**src/srgbw_pkg.sv**
```systemverilog
// package: constants, register map and color helper functions for the pixel writer
package srgbw_pkg;

   localparam int DEST_WIDTH_DEFAULT  = 320;
   localparam int DEST_HEIGHT_DEFAULT = 240;

   localparam logic [15:0] SOURCE_WIDTH_RESET  = 16'd320;
   localparam logic [15:0] SOURCE_HEIGHT_RESET = 16'd240;

   localparam int CSR_ADDR_WIDTH = 3;
   localparam int CSR_DATA_WIDTH = 32;

   localparam logic REG_SOURCE_WIDTH  = 1'b0;
   localparam logic REG_SOURCE_HEIGHT = 1'b1;

   localparam int COEF_Y_R  = 66;
   localparam int COEF_Y_G  = 129;
   localparam int COEF_Y_B  = 25;
   localparam int COEF_CB_R = -38;
   localparam int COEF_CB_G = -74;
   localparam int COEF_CB_B = 112;
   localparam int COEF_CR_R = 112;
   localparam int COEF_CR_G = -94;
   localparam int COEF_CR_B = -18;
   localparam int ROUND_BIAS = 128;
   localparam int LUMA_OFFSET = 16;
   localparam int CHROMA_OFFSET = 128;
   localparam int COLOR_MAX = 255;

   localparam int SUM_WIDTH = 18;

   typedef logic signed [SUM_WIDTH-1:0] color_sum_type;

   function automatic color_sum_type color_sum(input logic [7:0] r, input logic [7:0] g,
                                               input logic [7:0] b, input int cr,
                                               input int cg, input int cb);
      color_sum_type rs;
      color_sum_type gs;
      color_sum_type bs;
      rs = $signed({10'b0, r});
      gs = $signed({10'b0, g});
      bs = $signed({10'b0, b});
      return rs * SUM_WIDTH'(cr) + gs * SUM_WIDTH'(cg) + bs * SUM_WIDTH'(cb)
             + SUM_WIDTH'(ROUND_BIAS);
   endfunction

   function automatic logic [7:0] shift_clamp(input color_sum_type sum, input int offset);
      logic signed [10:0] v;
      v = 11'(sum >>> 8) + 11'(offset);
      if (v < 11'sd0) begin
         return 8'd0;
      end else if (v > 11'(COLOR_MAX)) begin
         return 8'(COLOR_MAX);
      end else begin
         return v[7:0];
      end
   endfunction

endpackage

```
**src/srgbw_if.sv**
```systemverilog
// interfaces: pixel request channel and frame-store write channel
interface srgbw_req_if;
   logic        valid;
   logic        ready;
   logic [15:0] src_x;
   logic [15:0] src_y;
   logic [7:0]  red;
   logic [7:0]  green;
   logic [7:0]  blue;

   modport source(output valid, src_x, src_y, red, green, blue, input ready);
   modport sink(input valid, src_x, src_y, red, green, blue, output ready);
endinterface

interface srgbw_rsp_if;
   logic       valid;
   logic       ready;
   logic [8:0] dest_x;
   logic [7:0] dest_y;
   logic [7:0] luma;
   logic [7:0] blue_diff;
   logic [7:0] red_diff;

   modport source(output valid, dest_x, dest_y, luma, blue_diff, red_diff, input ready);
   modport sink(input valid, dest_x, dest_y, luma, blue_diff, red_diff, output ready);
endinterface

```
**src/scaled_rgb_to_ycbcr_pixel_writer_top.sv**
```systemverilog
// top level: pipelined nearest-neighbor scaler and rgb to ycbcr converter
//
// Accepts one pixel request per clock while the write is not stalled and emits at most
// one frame-store write per request, in order. One entry stage forms src*DEST and the
// color sums, then a restoring divider resolves one quotient bit per stage for both axes
// at once, and its last stage drives the write. Pixels at or beyond the configured
// source size, or any pixel while a source size is zero, produce no write. A stalled
// write holds the whole pipeline. Source size registers are written over the APB port
// at 0x0 (width) and 0x4 (height) and should only change while no pixels are in flight.
module scaled_rgb_to_ycbcr_pixel_writer_top #(
   parameter int DEST_WIDTH  = srgbw_pkg::DEST_WIDTH_DEFAULT,
   parameter int DEST_HEIGHT = srgbw_pkg::DEST_HEIGHT_DEFAULT
) (
   input  logic                                     clock,
   input  logic                                     reset,
   srgbw_req_if.sink                                req_chan,
   srgbw_rsp_if.source                              rsp_chan,
   input  logic                                     psel,
   input  logic                                     penable,
   input  logic                                     pwrite,
   input  logic [srgbw_pkg::CSR_ADDR_WIDTH-1:0]     paddr,
   input  logic [srgbw_pkg::CSR_DATA_WIDTH-1:0]     pwdata,
   output logic [srgbw_pkg::CSR_DATA_WIDTH-1:0]     prdata,
   output logic                                     pready
);

   localparam int QX = (DEST_WIDTH > 1) ? $clog2(DEST_WIDTH) : 1;
   localparam int QY = (DEST_HEIGHT > 1) ? $clog2(DEST_HEIGHT) : 1;
   localparam int QN = (QX > QY) ? QX : QY;
   localparam int DW = 16 + QN;

   typedef struct packed {
      logic                     valid;
      logic [DW-1:0]            num_x;
      logic [DW-1:0]            num_y;
      srgbw_pkg::color_sum_type y_sum;
      srgbw_pkg::color_sum_type cb_sum;
      srgbw_pkg::color_sum_type cr_sum;
   } entry_stage_type;

   typedef struct packed {
      logic          valid;
      logic [DW-1:0] rem_x;
      logic [DW-1:0] rem_y;
      logic [QN-1:0] quo_x;
      logic [QN-1:0] quo_y;
      logic [7:0]    luma;
      logic [7:0]    blue_diff;
      logic [7:0]    red_diff;
   } div_stage_type;

   logic [15:0]     source_width_ff;
   logic [15:0]     source_height_ff;
   logic            csr_write;
   logic            advance;
   logic            keep;
   entry_stage_type ent_ff;
   entry_stage_type ent_in;
   div_stage_type   head;
   div_stage_type   stg_ff [1:QN];
   div_stage_type   stg_in [1:QN];

   // configuration registers
   assign pready    = 1'b1;
   assign csr_write = psel && penable && pwrite;

   always_ff @(posedge clock) begin
      if (reset) begin
         source_width_ff  <= srgbw_pkg::SOURCE_WIDTH_RESET;
         source_height_ff <= srgbw_pkg::SOURCE_HEIGHT_RESET;
      end else if (csr_write) begin
         if (paddr[2] == srgbw_pkg::REG_SOURCE_WIDTH) begin
            source_width_ff <= pwdata[15:0];
         end else begin
            source_height_ff <= pwdata[15:0];
         end
      end
   end

   always_comb begin
      if (paddr[2] == srgbw_pkg::REG_SOURCE_WIDTH) begin
         prdata = {16'b0, source_width_ff};
      end else begin
         prdata = {16'b0, source_height_ff};
      end
   end

   // pipeline control
   assign advance        = !rsp_chan.valid || rsp_chan.ready;
   assign req_chan.ready = advance;

   // entry stage
   assign keep = (source_width_ff != 16'd0) && (source_height_ff != 16'd0)
                 && (req_chan.src_x < source_width_ff) && (req_chan.src_y < source_height_ff);

   always_comb begin
      ent_in.valid  = req_chan.valid && keep;
      ent_in.num_x  = DW'(req_chan.src_x) * DW'(DEST_WIDTH);
      ent_in.num_y  = DW'(req_chan.src_y) * DW'(DEST_HEIGHT);
      ent_in.y_sum  = srgbw_pkg::color_sum(req_chan.red, req_chan.green, req_chan.blue,
                                           srgbw_pkg::COEF_Y_R, srgbw_pkg::COEF_Y_G,
                                           srgbw_pkg::COEF_Y_B);
      ent_in.cb_sum = srgbw_pkg::color_sum(req_chan.red, req_chan.green, req_chan.blue,
                                           srgbw_pkg::COEF_CB_R, srgbw_pkg::COEF_CB_G,
                                           srgbw_pkg::COEF_CB_B);
      ent_in.cr_sum = srgbw_pkg::color_sum(req_chan.red, req_chan.green, req_chan.blue,
                                           srgbw_pkg::COEF_CR_R, srgbw_pkg::COEF_CR_G,
                                           srgbw_pkg::COEF_CR_B);
   end

   always_ff @(posedge clock) begin
      if (reset) begin
         ent_ff.valid <= 1'b0;
      end else if (advance) begin
         ent_ff <= ent_in;
      end
   end

   always_comb begin
      head.valid     = ent_ff.valid;
      head.rem_x     = ent_ff.num_x;
      head.rem_y     = ent_ff.num_y;
      head.quo_x     = '0;
      head.quo_y     = '0;
      head.luma      = srgbw_pkg::shift_clamp(ent_ff.y_sum, srgbw_pkg::LUMA_OFFSET);
      head.blue_diff = srgbw_pkg::shift_clamp(ent_ff.cb_sum, srgbw_pkg::CHROMA_OFFSET);
      head.red_diff  = srgbw_pkg::shift_clamp(ent_ff.cr_sum, srgbw_pkg::CHROMA_OFFSET);
   end

   // restoring divider, one quotient bit per stage, msb first
   for (genvar k = 1; k <= QN; k++) begin : g_div
      div_stage_type src;
      logic [DW-1:0] div_x;
      logic [DW-1:0] div_y;
      logic          bit_x;
      logic          bit_y;

      if (k == 1) begin : g_first
         assign src = head;
      end else begin : g_next
         assign src = stg_ff[k-1];
      end

      assign div_x = DW'(source_width_ff) << (QN - k);
      assign div_y = DW'(source_height_ff) << (QN - k);
      assign bit_x = src.rem_x >= div_x;
      assign bit_y = src.rem_y >= div_y;

      always_comb begin
         stg_in[k]       = src;
         stg_in[k].rem_x = bit_x ? src.rem_x - div_x : src.rem_x;
         stg_in[k].rem_y = bit_y ? src.rem_y - div_y : src.rem_y;
         stg_in[k].quo_x = (src.quo_x << 1) | QN'(bit_x);
         stg_in[k].quo_y = (src.quo_y << 1) | QN'(bit_y);
      end

      always_ff @(posedge clock) begin
         if (reset) begin
            stg_ff[k].valid <= 1'b0;
         end else if (advance) begin
            stg_ff[k] <= stg_in[k];
         end
      end
   end

   // frame-store write
   assign rsp_chan.valid     = stg_ff[QN].valid;
   assign rsp_chan.dest_x    = 9'(stg_ff[QN].quo_x);
   assign rsp_chan.dest_y    = 8'(stg_ff[QN].quo_y);
   assign rsp_chan.luma      = stg_ff[QN].luma;
   assign rsp_chan.blue_diff = stg_ff[QN].blue_diff;
   assign rsp_chan.red_diff  = stg_ff[QN].red_diff;

endmodule
```
**src/flat_wrapper.sv**
```systemverilog
// flat-port wrapper written by rule: the top's interface ports become plain ports
module scaled_rgb_to_ycbcr_pixel_writer_top_flat 
#(
   parameter int DEST_WIDTH  = srgbw_pkg::DEST_WIDTH_DEFAULT,
   parameter int DEST_HEIGHT = srgbw_pkg::DEST_HEIGHT_DEFAULT
)
  (clock, reset, psel, penable, pwrite, paddr, pwdata, prdata, pready, req_chan_valid, req_chan_src_x, req_chan_src_y, req_chan_red, req_chan_green, req_chan_blue, req_chan_ready, rsp_chan_valid, rsp_chan_dest_x, rsp_chan_dest_y, rsp_chan_luma, rsp_chan_blue_diff, rsp_chan_red_diff, rsp_chan_ready);
  srgbw_req_if req_chan_i ();
  srgbw_rsp_if rsp_chan_i ();
  input  logic clock;
  input  logic reset;
  input  logic psel;
  input  logic penable;
  input  logic pwrite;
  input  logic [srgbw_pkg::CSR_ADDR_WIDTH-1:0] paddr;
  input  logic [srgbw_pkg::CSR_DATA_WIDTH-1:0] pwdata;
  output logic [srgbw_pkg::CSR_DATA_WIDTH-1:0] prdata;
  output logic pready;
  input wire logic [$bits(req_chan_i.valid)-1:0] req_chan_valid;
  input wire logic [$bits(req_chan_i.src_x)-1:0] req_chan_src_x;
  input wire logic [$bits(req_chan_i.src_y)-1:0] req_chan_src_y;
  input wire logic [$bits(req_chan_i.red)-1:0] req_chan_red;
  input wire logic [$bits(req_chan_i.green)-1:0] req_chan_green;
  input wire logic [$bits(req_chan_i.blue)-1:0] req_chan_blue;
  output wire logic [$bits(req_chan_i.ready)-1:0] req_chan_ready;
  output wire logic [$bits(rsp_chan_i.valid)-1:0] rsp_chan_valid;
  output wire logic [$bits(rsp_chan_i.dest_x)-1:0] rsp_chan_dest_x;
  output wire logic [$bits(rsp_chan_i.dest_y)-1:0] rsp_chan_dest_y;
  output wire logic [$bits(rsp_chan_i.luma)-1:0] rsp_chan_luma;
  output wire logic [$bits(rsp_chan_i.blue_diff)-1:0] rsp_chan_blue_diff;
  output wire logic [$bits(rsp_chan_i.red_diff)-1:0] rsp_chan_red_diff;
  input wire logic [$bits(rsp_chan_i.ready)-1:0] rsp_chan_ready;
  assign req_chan_i.valid = req_chan_valid;
  assign req_chan_i.src_x = req_chan_src_x;
  assign req_chan_i.src_y = req_chan_src_y;
  assign req_chan_i.red = req_chan_red;
  assign req_chan_i.green = req_chan_green;
  assign req_chan_i.blue = req_chan_blue;
  assign req_chan_ready = req_chan_i.ready;
  assign rsp_chan_valid = rsp_chan_i.valid;
  assign rsp_chan_dest_x = rsp_chan_i.dest_x;
  assign rsp_chan_dest_y = rsp_chan_i.dest_y;
  assign rsp_chan_luma = rsp_chan_i.luma;
  assign rsp_chan_blue_diff = rsp_chan_i.blue_diff;
  assign rsp_chan_red_diff = rsp_chan_i.red_diff;
  assign rsp_chan_i.ready = rsp_chan_ready;
  scaled_rgb_to_ycbcr_pixel_writer_top #(.DEST_WIDTH(DEST_WIDTH), .DEST_HEIGHT(DEST_HEIGHT)) u_core (.clock(clock), .reset(reset), .req_chan(req_chan_i), .rsp_chan(rsp_chan_i), .psel(psel), .penable(penable), .pwrite(pwrite), .paddr(paddr), .pwdata(pwdata), .prdata(prdata), .pready(pready));
endmodule
```
**config.mk**
```make
export PLATFORM = sky130hd
export DESIGN_NAME = scaled_rgb_to_ycbcr_pixel_writer_top_flat
export DESIGN_NICKNAME = d
export VERILOG_FILES = /design/src/srgbw_pkg.sv /design/src/srgbw_if.sv /design/src/scaled_rgb_to_ycbcr_pixel_writer_top.sv /design/src/flat_wrapper.sv
export SDC_FILE = /design/constraint.sdc
export NUM_CORES = 2
export LEC_CHECK = 0
export BUFFER_PORTS_ARGS = -buffer_cell sky130_fd_sc_hd__buf_4
export CORE_ASPECT_RATIO = 1.4
export CORE_UTILIZATION = 55
export DETAILED_ROUTE_END_ITERATION = 8
export PLACE_DENSITY = 0.86
export SLEW_MARGIN = 20
export SYNTH_ARGS = -nofsm -noshare
export SYNTH_HDL_FRONTEND = slang
export SYNTH_SLANG_ARGS = --single-unit
```
**constraint.sdc**
```tcl
create_clock -name clock -period 25.7 [get_ports clock]
set_input_delay 3.855 -clock clock [delete_from_list [all_inputs] [get_ports clock]]
set_output_delay 3.855 -clock clock [all_outputs]
set_load 0.01 [all_outputs]
```
==> key figures <==
Die
  – DIE AREA: 95,500 µm²
  – Overall die height: 365 µm
  – Count of pins on the block boundary: 174
  – # rows: 132
  – Die width: 261 µm
  – Floorplan Core Area: 93,000 µm²
  – Initial Utilization: 55.8%

Logic synthesis
  – Post-synthesis area per instance: 10.9 µm²
  – Number of synthesized register bits: 749
  – Number of instances in the synthesized netlist: 4,743
  – Dominant cell type by area after synthesis: sky130_fd_sc_hd__edfxtp_1
  – Flip-flop cell with the highest count after synthesis: sky130_fd_sc_hd__edfxtp_1
  – Share of the synthesized area in the top cell type: 41.5%
  – Share of async-settable or async-resettable flops after synthesis: 0%
  – Cell area after technology mapping: 51,800 µm²
  – Number of warning messages in the yosys log: 0
  – Top cells by area, synth: sky130_fd_sc_hd__edfxtp_1, sky130_fd_sc_hd__ha_1, sky130_fd_sc_hd__fa_1
  – Number of unique standard cell types used by synthesis: 95
  – Sequential-to-total area share from yosys stat: 42.7%
  – Number of synthesized flops with an enable pin: 716

Critical path
  – Slowest Stage Delay on Critical Path: 0.56 ns
  – R2R depth: 10
  – Register-to-register path setup slack: 21.11 ns
  – Maximum net fanout on the critical path: 9
  – Arr. time, crit path: 9.94 ns
  – Worst setup path class: input port to flip-flop
  – Required @ worst endpoint: 26.10 ns
  – Critical path endpoint category: flip-flop
  – Startpoint type of the worst setup path: input port
  – Most Frequent Cell on Critical Path: sky130_fd_sc_hd__inv_1
  – CP Depth: 25
  – Buffers plus inverters on the worst setup path: 7
  – Worst reg2reg endpoint: u_core.stg_ff[0][730]$_DFFE_PP_
  – Startpoint of the most critical register-to-register path: u_core.source_width_ff[1]$_SDFFE_PP0P_
  – Top Family by Delay on Critical Path: adder cells
  – Slowest cell on the critical path: sky130_fd_sc_hd__o311ai_0

Global routing
  – Wire length of the first global-routing pass: 188 mm
  – Number of antenna violations at the first check in global routing: 14
  – Total GRT Usage: 25.2%
  – Number of global-route vias before repair: 36,900
  – Largest net degree at the start of global routing: 197
  – Overflow left after global routing: 0

Min path
  – Hold Path Origin: u_core.stg_ff[0][407]$_DFFE_PP_
  – Worst hold endpoint: u_core.stg_ff[0][501]$_DFFE_PP_
  – Hold path depth: 0
  – Type of the tightest min-delay check: flip-flop to flip-flop

Route
  – Vias: 37,000
  – DRC: 0
  – Via-to-Cell Ratio: 5.99
  – Detail Route Antenna Nets: 0
  – Wirelength, routed: 121 mm
  – Count of TritonRoute iterations in the first routing pass: 6
  – Top sig layer: met5
  – Detailed-route wire length per cell: 19.5 µm
  – Metal-1 WL: 45.0 mm
  – First DRT Iteration DRCs: 2,775
  – Met3 wire length: 8.64 mm
  – Detailed-routed wire length on met2: 59.0 mm

Timing
  – Final clock skew: 0.0364 ns
  – Final hold slack: 0.394 ns
  – Setup repair after global routing missed its margin: false
  – Setup TNS Final: 0 ns
  – Post-route fraction of the period consumed by the critical path: 37.1%
  – Slew Viols, Final: 0
  – Worst slew pin tran: 1.09 ns
  – Hold violation count in the final report: 0
  – Final-report setup violation count: 0
  – Final critical delay including setup and external delays: 9.55 ns
  – Slew HR: 27.1%
  – Final setup margin: 16.15 ns
  – FMAX: 105 MHz

Layout
  – Area of the multi-input gates: 28,000 µm²
  – Number of nets in the final layout: 5,808
  – Fraction of final layout cells sized beyond drive strength 1: 8.21%
  – Register cell area after layout: 22,200 µm²
  – Fill cells: 7,172
  – Highest-count cells in the layout ignoring fill and taps: sky130_fd_sc_hd__edfxtp_1, sky130_fd_sc_hd__ha_1, sky130_fd_sc_hd__a21oi_1
  – Most frequent standard cell in the layout excluding fill and tap cells: sky130_fd_sc_hd__edfxtp_1
  – Growth of design area from synthesis to finish: 9.51%

Place
  – Final RePlAce weighted congestion: 0.994
  – Hpwl dp: 88.9 mm
  – Port Buf Inserts: 138
  – Placement-stage worst setup slack: 15.52 ns

Clocking
  – Clock-pin slew reported for the worst setup and hold paths after clock tree synthesis: 0.06 ns
  – Number of hold buffers added after CTS: 0
  – Clock tree from TritonCTS: built
  – Number of cells upsized or downsized after cts: 0
  – Clock latency on the worst-skew pair: 0.68 ns
  – Clock sink count: 749
  – Maximum level of the CTS H-tree: 3
  – Buffers from clock root to sink, at most: 3
  – Total clock buffers created by CTS: 77
  – Cell chosen for the clock root: sky130_fd_sc_hd__clkbuf_16
  – Post-CTS setup-driven buffer insertion count: 0

Power and ir drop
  – Total Power Consumption: 6.56 mW
  – Pwr dens: 116 nW/µm²
  – VDD IR max: 130 µV
  – Leakage power total: 23.2 nW

Outcome
  – Result of the run: completed

Flow run
  – Max_cap viols: 0
## metrics by stage
step | util (%) | area, µm² | instances
4_1_cts | 61.0 | 56800 | 6178
3_5_place_dp | 58.3 | 54300 | 6038
5_1_grt | 61.0 | 56800 | 6180
3_3_place_gp | 58.3 | 54200 | 6038
2_1_floorplan | - | 51900 | 4758
6_report | 61.1 | 56800 | 6184
## worst reg2reg max path, stage by stage, from the launching register on
cell	delay [ns]
sky130_fd_sc_hd__dfxtp_1	0.81
sky130_fd_sc_hd__inv_1	0.55
sky130_fd_sc_hd__ha_1	0.45
sky130_fd_sc_hd__nor2b_1	0.15
sky130_fd_sc_hd__o31a_1	0.29
sky130_fd_sc_hd__o31a_1	0.34
sky130_fd_sc_hd__o2111a_1	0.28
sky130_fd_sc_hd__nor2_2	0.60
sky130_fd_sc_hd__inv_1	0.49
sky130_fd_sc_hd__o21ai_0	0.28
sky130_fd_sc_hd__a31oi_1	0.07
## how the worst max path moves through the flow
stage                            from                               to  slack (ns)
finish              req_chan_green[4]      u_core.ent_ff[34]$_DFFE_PP_       16.15
global route        req_chan_green[4]      u_core.ent_ff[34]$_DFFE_PP_       15.79
CTS                 req_chan_green[4]      u_core.ent_ff[34]$_DFFE_PP_       16.23
detailed placement  req_chan_green[4]      u_core.ent_ff[34]$_DFFE_PP_       15.52
global placement    req_chan_green[4]      u_core.ent_ff[34]$_DFFE_PP_       15.68
floorplan              rsp_chan_ready  u_core.stg_ff[0][185]$_DFFE_PP_        0.81
## cell type report
type,instances,share of cell area [%]
Sequential cell,749,39.0
Clock buffer,92,3.61
Antenna cell,6,0.0264
Inverter,378,2.51
Tap cell,1206,2.66
Timing Repair Buffer,159,2.12
Clock inverter,48,0.796
Multi-Input combinational cell,3546,49.2
## Yosys cell counts, types with 18 or more instances
cell type,instances
sky130_fd_sc_hd__edfxtp_1,716
sky130_fd_sc_hd__or3_1,33
sky130_fd_sc_hd__inv_1,374
sky130_fd_sc_hd__mux2_2,60
sky130_fd_sc_hd__nor2b_1,51
sky130_fd_sc_hd__a21o_1,102
sky130_fd_sc_hd__o21bai_1,41
sky130_fd_sc_hd__a211oi_1,30
sky130_fd_sc_hd__clkbuf_1,50
sky130_fd_sc_hd__nand4_1,48
sky130_fd_sc_hd__xnor2_1,220
sky130_fd_sc_hd__buf_4,18
sky130_fd_sc_hd__a21oi_1,384
sky130_fd_sc_hd__o21ai_0,218
sky130_fd_sc_hd__a21boi_0,19
sky130_fd_sc_hd__nand2b_1,55
sky130_fd_sc_hd__or2_2,21
sky130_fd_sc_hd__o21a_1,67
sky130_fd_sc_hd__ha_1,655
sky130_fd_sc_hd__and2_1,31
sky130_fd_sc_hd__a31oi_1,25
sky130_fd_sc_hd__nor3_1,82
sky130_fd_sc_hd__xor2_1,137
sky130_fd_sc_hd__o211ai_1,32
sky130_fd_sc_hd__dfxtp_1,33
sky130_fd_sc_hd__o31ai_1,23
sky130_fd_sc_hd__nor2_1,360
sky130_fd_sc_hd__and3_1,25
sky130_fd_sc_hd__fa_1,144
sky130_fd_sc_hd__nand3_1,70
sky130_fd_sc_hd__nor4_1,33
sky130_fd_sc_hd__nand2_1,309
## where the power goes
part           total, mW  leakage [nW]  internal (mW)  switching, mW
clock               1.12          1.21          0.634          0.485
combinational       3.34          14.8           1.45           1.89
sequential          2.10          7.19           1.89          0.210
## flip-flops by register name (all words and copies together), names as in the netlist
| name | flops |
|---|---|
| u_core.source_width_ff | 16 |
| u_core.ent_ff | 70 |
| u_core.stg_ff | 647 |
| u_core.source_height_ff | 16 |
## metal layers
layer,track usage (%),up-vias
met2,43.7,1165
met4,16.0,14
li1,-,17700
met3,5.61,375
met5,0,-
met1,27.8,17800
## cell families (layout without fill, tap and decap cells)
| logic type | after synthesis | count (layout) | synth area share [%] |
|---|---|---|---|
| muxes | 75 | 75 | 1.59 |
| adders and majority gates | 800 | 800 | 21.4 |
| xor gates and xnor gates | 357 | 357 | 6.03 |
| DFF | 749 | 749 | 42.7 |
| other | 2 | 23 | 0.0145 |
| AOI/OAI and AO/OA | 1115 | 1115 | 13.7 |
| buffers and inverters | 463 | 677 | 3.53 |
| and+or+nand+nor | 1182 | 1182 | 11.0 |
Note: power is estimated with default switching activity, not from simulation.
